$ cat src/c2d_pkg.sv
// shared constants, field widths and types for the 2-d convolution block
// no dependencies; imported by every module under src
package c2d_pkg;

    localparam int KERNEL_DEF      = 5;
    localparam int MAX_WIDTH_DEF   = 1024;
    localparam int FRAC_BITS_DEF   = 8;
    localparam int SAMPLE_BITS_DEF = 16;

    localparam int OPC_W    = 1;
    localparam int CIDX_W   = 5;
    localparam int COEF_W   = 16;
    localparam int PIX_W    = 16;
    localparam int RESULT_W = 32;
    localparam int ROW_W    = 12;
    localparam int COL_W    = 10;
    localparam int WIDTH_W  = 11;
    localparam int HEIGHT_W = 12;
    localparam int CFG_IDX_W  = 1;
    localparam int CFG_DATA_W = 12;
    localparam int S_DATA_W = 40;
    localparam int M_DATA_W = 56;

    localparam logic [OPC_W-1:0] OP_COEF  = 1'b0;
    localparam logic [OPC_W-1:0] OP_PIXEL = 1'b1;

    localparam logic [CFG_IDX_W-1:0] CFG_WIDTH  = 1'b0;
    localparam logic [CFG_IDX_W-1:0] CFG_HEIGHT = 1'b1;

    typedef struct packed {
        logic [ROW_W-1:0] row;
        logic [COL_W-1:0] col;
        logic             last;
    } meta_t;

endpackage

$ cat src/c2d_cell.sv
// one window column cell; takes the column of its right neighbor on each push
// depends on c2d_pkg
module c2d_cell
    import c2d_pkg::*;
#(
    parameter int KERNEL      = KERNEL_DEF,
    parameter int SAMPLE_BITS = SAMPLE_BITS_DEF
)
(
    input  logic                          clk,
    input  logic                          shift,
    input  logic signed [SAMPLE_BITS-1:0] col_in  [KERNEL],
    output logic signed [SAMPLE_BITS-1:0] col_out [KERNEL]
);

    logic signed [SAMPLE_BITS-1:0] col_reg [KERNEL];

    always_ff @(posedge clk)
    begin
        if (shift)
        begin
            col_reg <= col_in;
        end
    end

    assign col_out = col_reg;

endmodule

$ cat config.mk
export PLATFORM = sky130hd
export DESIGN_NAME = c2d_cell
export DESIGN_NICKNAME = d
export VERILOG_FILES = /design/src/c2d_pkg.sv /design/src/c2d_cell.sv
export SDC_FILE = /design/constraint.sdc
export NUM_CORES = 1
export LEC_CHECK = 0
export BUFFER_PORTS_ARGS = -buffer_cell sky130_fd_sc_hd__buf_2
export CAP_MARGIN = 20
export CORE_MARGIN = 2
export CORE_UTILIZATION = 41
export CTS_CLUSTER_DIAMETER = 120
export CTS_CLUSTER_SIZE = 16
export DETAILED_ROUTE_END_ITERATION = 6
export PLACE_DENSITY = 0.79
export RECOVER_POWER = 50
export SLEW_MARGIN = 0
export SYNTH_ARGS = -nofsm -noshare
export SYNTH_HDL_FRONTEND = slang
export SYNTH_SLANG_ARGS = --single-unit
$ cat constraint.sdc
create_clock -name clk -period 0.8 [get_ports clk]
set_clock_uncertainty 0.15 [all_clocks]
set_input_delay 0.16 -clock clk [delete_from_list [all_inputs] [get_ports clk]]
set_output_delay 0.16 -clock clk [all_outputs]
set_load 0.03 [all_outputs]
## Word level (Yosys, flattened, before mapping)

Cells that the tools add are included.

| storage, ports and cells | value |
|---|---|
| register bits | 80 |
| input bits | 82 |
| logic and storage cells | 5 |

## Depth between registers and ports, before layout

Gate-level depths: netlist of the first run.

| logic depth | value |
|---|---|
| depth after elaboration | 0 |
| gate-level depth with buffers | 0 |
| mapped depth without buffers | 0 |

## Worst setup path before layout of the first run

No wires, ideal clock.

| timing | value |
|---|---|
| path kind | reg-to-output |
| start | register col_reg, in the netlist col_out[0] |
| end | output port col_out[0] (netlist bit) |
| arrival time | 0.496 ns |
| required time | 0.490 ns |
| slack | -0.006 ns |
| stages on the path, launching flop included | 1 |
| path buffers | 0 |
| cells stage by stage | edfxtp_1 |

RTL lines:

| element | line | RTL |
|---|---|---|
| start: declaration | c2d_cell.sv:16 | `logic signed [SAMPLE_BITS-1:0] col_reg [KERNEL];` |
| start signal: assignment | c2d_cell.sv:22 | `col_reg <= col_in;` |
| end: declaration | c2d_cell.sv:13 | `output logic signed [SAMPLE_BITS-1:0] col_out [KERNEL]` |

No word-level cell between the ends.

## Final worst setup path of the first run

| timing | value |
|---|---|
| start | register col_reg, in the netlist col_out[54] |
| end | output port col_out[54] (netlist bit) |

No word-level cell between the ends.

==> results.md, run 1 <==
- **drt pass-1 iters** 3
- **Bufs and invs on worst path** 1
- **hold violation total from the final report** 80
- **vias in the first global route** 1508
- **hold path startpoint** col_in[72]
- **Slew HR** 87.5%
- **via count of the routed design** 1441
- **final routed wire length divided by cell count** 16.2 µm
- **routability congestion estimate** 0.721
- **fmax** 0.826 GHz
- **fin crit share** 151%
- **overall die area** 0.00649 mm²
- **Max Transition Viols Final** 0
- **Synth cell types** 1
- **number of synthesis warnings** 0
- **violated checks** hold timing, setup timing
- **Clock transition at path regs** 70 ps
- **P&R area growth vs syn** 66.2%
- **aggregate global-route resource usage** 16.8%
- **CP Launch Type** register
- **outcome** complete, but fails checks
- **total CTS buffers** 9
- **# DRC** 0
- **number of antenna violations at the first check in global routing** 2
- **cell area after synthesis** 0.00240 mm²
- **worst hold slack across all endpoints** -148 ps
- **mean post-synth cell area** 30.0 µm²
- **max FFs per register** 80
- **Synthesized Nets** 162
- **DP HPWL** 3770 µm
- **first-pass GRT wire length** 7540 µm
- **worst path required time** 490 ps
- **Iter 0 DRT Violations** 51
- **maximum vdd drop** 0.00131 V
- **category of the most critical setup path** reg2out
- **number of storage elements in the synthesis netlist** 80
- **layout multi-input combinational cell count** 0
- **H-Tree Depth** 3
- **Net Sw Power** 0.00228 W
- **Initial Util** 43.1%
- **Yosys top cell area share** 100%
- **standard-cell row count** 27
- **sw frac** 25.1%
- **CP max-delay cell** edfxtp_1
- **highest fanout seen on the critical path** 1
- **class of the tightest hold or removal check** in2reg
- **critical path endpoint category** output port
- **accumulated negative setup slack** -30030 ps
- **final net count** 337
- **cells along the critical path** buf_6
- **Arr. time, crit path** 900 ps
- **total power consumption of the routed design** 0.00909 W
- **IO Port Bufs** 161
- **Worst path top cell family by delay** flip-flops
- **sequential share of power** 56.6%
- **final WL** 5370 µm
- **setup repair after global routing missed its margin** true
- **Internal Power** 0.00681 W
- **time the final worst path needs with I/O delays and setup** 1210 ps
- **end point of the most critical hold path** col_out[72]
- **number of nets still failing antenna checks after routing** 0
- **number of instances in the synthesized netlist** 80
- **Core Area** 0.00557 mm²
- **main area contributors after synthesis** edfxtp_1
- **remaining global-route overflow** 0
- **vias per inst** 4.35
- **maximum number of pins on one net before global-route repair** 37
- **proportion of layout cells with a drive suffix above 1** 66.7%
- **sequential element share of the synthesized area** 100%
- **Die H** 80.5 µm
- **die width** 80.5 µm
- **leakage power** 1.68 nW
- **setup slack at placement** -182 ps
- **clock tree from TritonCTS** done
- **Pwr per Cell Area** 2280 mW/mm²
- **worst path setup slack after routing** -410 ps
- **FILL cells** 365
- **clock root buffer** clkbuf_8
- **IO Count** 162
- **Comb power frac** 18.1%
- **setup violation total in the final timing report** 80
- **number of cells on the worst hold path** 1
- **clock share of power** 25.2%
- **number of maximum-capacitance violations** 0
- **number of sinks handled by clock tree synthesis** 80
- **footprint of the multi-input gates** 0 µm²
- **leading area contributor after synthesis** edfxtp_1
- **Largest stage delay, worst path** 410 ps
- **Max Root-Sink Buffers** 2
- **Tightest Pin Transition** 188 ps
==> cells by family after synthesis <==
group	share of synthesized area (%)
DFF	100
==> what timing repair did <==
item | CTS | global route
resized for setup | 160 | 0
endpoints found under the hold margin | 80 | 80
setup buffers | 0 | 0
gates cloned | 0 | 0
endpoints found under the setup margin | 80 | 80
==> power by group through the flow <==
stage / combinational (W) / sequential [W] / clock (W)
global placement: 0.00127 / 0.00513 / 0
detailed placement: 0.00129 / 0.00515 / 0
global route: 0.00172 / 0.00517 / 0.00253
CTS: 0.00165 / 0.00514 / 0.00237
floorplan: 0 / 0.00584 / 0
finish: 0.00165 / 0.00515 / 0.00230
==> metal layers <==
| metal | track usage (%) | share of wire (%) | up-vias |
|---|---|---|---|
| li1 | - | - | 674 |
| met1 | 17.8 | 36 | 642 |
| met2 | 26.5 | 49 | 106 |
| met3 | 8.09 | 12 | 17 |
| met4 | 11.5 | 3.0 | 2 |
| met5 | 0 | 0.22 | - |
==> layout by cell type (no fill, tap or decap) <==
master,Yosys,routed
buf_12,0,2
clkbuf_8,0,9
clkinv_2,0,1
clkbuf_1,0,5
buf_2,0,78
buf_4,0,2
buf_6,0,80
clkinv_1,0,1
edfxtp_1,80,80
diode_2,0,1
==> area by class of cell <==
type	count	area, µm²	share of cell area (%)
clock buffers	12	135	3.38
repair buffers	164	1350	33.9
well taps	72	90.1	2.26
clock inverters	2	8.76	0.219
diodes	1	2.50	0.0627
flip-flops and latches	80	2400	60.2
==> how the worst max path moves through the flow <==
| stage | slack (ps) | end | depth (start not counted) | start |
|---|---|---|---|---|
| floorplan | -6 | col_out[0] | 0 | col_out[0] |
| global placement | -180 | col_out[43] | 2 | shift |
| detailed placement | -180 | col_out[10] | 2 | shift |
| CTS | -430 | col_out[54] | 1 | col_out[54] |
| global route | -440 | col_out[51] | 1 | col_out[51] |
| finish | -410 | col_out[54] | 1 | col_out[54] |
==> cell usage after synthesis (all sizes together) <==
cell / n
edfxtp: 80
==> metrics by stage <==
stage | std cells | instance area, µm² | util [%] | hold slack (ps)
global route | 330 | 3990 | 71.6 | -169
global placement | 316 | 3350 | 60.1 | 186
floorplan | 80 | 2400 | - | 109
detailed placement | 316 | 3350 | 60.1 | 188
CTS | 330 | 3990 | 71.6 | -168
finish | 331 | 3990 | 71.6 | -148
(Power assumes the default switching activity.)
==> run 2: changes to the inputs <==
- CORE_MARGIN: 2 -> unset
- CTS_BUF_LIST: unset -> sky130_fd_sc_hd__clkbuf_8 sky130_fd_sc_hd__clkbuf_16
==> results.md, run 2 (synthesis results as in run 1) <==
- **fin crit share** 152%, was 151%
- **cells along the critical path** buf_6, unchanged
- **via count of the routed design** 1466, was 1441
- **worst hold slack across all endpoints** -149 ps, was -148 ps
- **sw frac** 24.8%, was 25.1%
- **final WL** 4950 µm, was 5370 µm
- **Comb power frac** 17.4%, was 18.1%
- **Max Transition Viols Final** 0, unchanged
- **worst path required time** 490 ps, about the same
- **highest fanout seen on the critical path** 1, unchanged
- **Initial Util** 43.1%, unchanged
- **number of sinks handled by clock tree synthesis** 80, unchanged
- **CP max-delay cell** edfxtp_1, unchanged
- **Largest stage delay, worst path** 410 ps, about the same
- **commonest cells after routing, fill and taps aside** edfxtp_1, buf_6, buf_2, unchanged
- **H-Tree Depth** 3, unchanged
- **category of the most critical setup path** reg2out, unchanged
- **drt pass-1 iters** 4, was 3
- **Net Sw Power** 0.00234 W, was 0.00228 W
- **aggregate global-route resource usage** 16.3%, was 16.8%
- **Iter 0 DRT Violations** 62, was 51
- **standard-cell row count** 27, unchanged
- **P&R area growth vs syn** 67.6%, was 66.2%
- **Diodes inserted** 0, was 1
- **max FFs per register** 80, unchanged
- **footprint of the multi-input gates** 0 µm², unchanged
- **Core Area** 0.00557 mm², unchanged
- **worst path setup slack after routing** -413 ps, was -410 ps
- **die width** 78.5 µm, was 80.5 µm
- **setup violation total in the final timing report** 80, unchanged
- **FILL cells** 382, was 365
- **IO Port Bufs** 161, unchanged
- **overall die area** 0.00617 mm², was 0.00649 mm²
- **setup repair after global routing missed its margin** true, unchanged
- **maximum vdd drop** 0.00143 V, was 0.00131 V
- **remaining global-route overflow** 0, unchanged
- **Slew HR** 87.1%, was 87.5%
- **Bufs and invs on worst path** 1, unchanged
- **vias per inst** 4.42, was 4.35
- **Max Root-Sink Buffers** 2, unchanged
- **Clock transition at path regs** 80 ps, was 70 ps
- **leakage power** 1.71 nW, was 1.68 nW
- **time the final worst path needs with I/O delays and setup** 1210 ps, about the same
- **final routed wire length divided by cell count** 14.9 µm, was 16.2 µm
- **violated checks** hold timing, setup timing, unchanged
- **number of maximum-capacitance violations** 0, unchanged
- **total power consumption of the routed design** 0.00945 W, was 0.00909 W
- **Worst path top cell family by delay** flip-flops, unchanged
- **first-pass GRT wire length** 7070 µm, was 7540 µm
- **register area** 0.00240 mm², unchanged
- **Tightest Pin Transition** 193 ps, was 188 ps
- **number of nets still failing antenna checks after routing** 0, unchanged
- **fmax** 0.824 GHz, was 0.826 GHz
- **proportion of layout cells with a drive suffix above 1** 66.9%, was 66.7%
- **final net count** 337, unchanged
- **Die H** 78.5 µm, was 80.5 µm
- **class of the tightest hold or removal check** in2reg, unchanged
- **CP Launch Type** register, unchanged
- **hold violation total from the final report** 80, unchanged
- **Internal Power** 0.00711 W, was 0.00681 W
- **routability congestion estimate** 0.660, was 0.721
- **Arr. time, crit path** 900 ps, about the same
- **Pwr per Cell Area** 2350 mW/mm², was 2280 mW/mm²
- **clock tree from TritonCTS** done, unchanged
- **sequential share of power** 54.3%, was 56.6%
- **outcome** complete, but fails checks, unchanged
- **clock root buffer** clkbuf_8, unchanged
- **maximum number of pins on one net before global-route repair** 38, was 37
- **setup bufs post-CTS** 0, unchanged
- **layout multi-input combinational cell count** 0, unchanged
- **# DRC** 0, unchanged
- **number of antenna violations at the first check in global routing** 0, was 2
- **clock share of power** 28.3%, was 25.2%
- **total CTS buffers** 9, unchanged
- **vias in the first global route** 1493, was 1508
- **IO Count** 162, unchanged
- **critical path endpoint category** output port, unchanged
run 2: cell types whose count changed in the layout (fill, tap and decap cells not counted):
cell / before / now
clkbuf_1: 5 / 2
inv_1: 0 / 2
bufinv_16: 0 / 1
clkinv_1: 1 / 2
clkinv_2: 1 / 2
diode_2: 1 / 0
run 2: final cells by class:
type / instances / area share [%]
Tap cell: 72 / 2.24
Timing Repair Buffer: 164 / 33.6
Sequential cell: 80 / 59.7
Clock inverter: 7 / 1.37
Clock buffer: 9 / 3.08
run 2: per-layer routing:
| layer | vias to the layer above | wire length (µm) | GRT usage (%) |
|---|---|---|---|
| li1 | 677 | - | - |
| met1 | 679 | 1630 | 14.8 |
| met2 | 98 | 2690 | 29.1 |
| met3 | 12 | 519 | 6.86 |
| met4 | 0 | 108 | 10.6 |
| met5 | - | 0 | 0 |
run 2: repair_timing:
item,CTS,global route
hold endpoints to repair,80,80
resized for setup,160,0
pin swaps,0,0
setup endpoints to repair,80,80
run 2: final timing paths:
path / from / endpoint / slack, ps / cells past startpoint
setup / recovery: col_out[9] / col_out[9] / -410 / 1
hold / removal: col_in[47] / col_out[47] / -150 / 1
run 2: through the flow:
| step | cell area [µm²] | utilization, % | std cells | setup WS, ps | setup TNS (ps) |
|---|---|---|---|---|---|
| final | 4030 | 72.2 | 332 | -413 | -29830 |
| after global routing | 4030 | 72.2 | 332 | -446 | -32630 |
| after CTS | 4030 | 72.3 | 332 | -424 | -31480 |
| after detailed placement | 3350 | 60.1 | 316 | -184 | -15700 |
| after global placement | 3350 | 60.1 | 316 | -170 | -14010 |
| after floorplan | 2400 | - | 80 | -5.57 | -446 |
run 2: power groups by stage:
stage,combinational [W],sequential [W],clock (W)
after global routing,0.00171,0.00516,0.00287
after global placement,0.00126,0.00512,0
after CTS,0.00165,0.00513,0.00274
after floorplan,0,0.00584,0
final,0.00164,0.00514,0.00268
after detailed placement,0.00128,0.00514,0
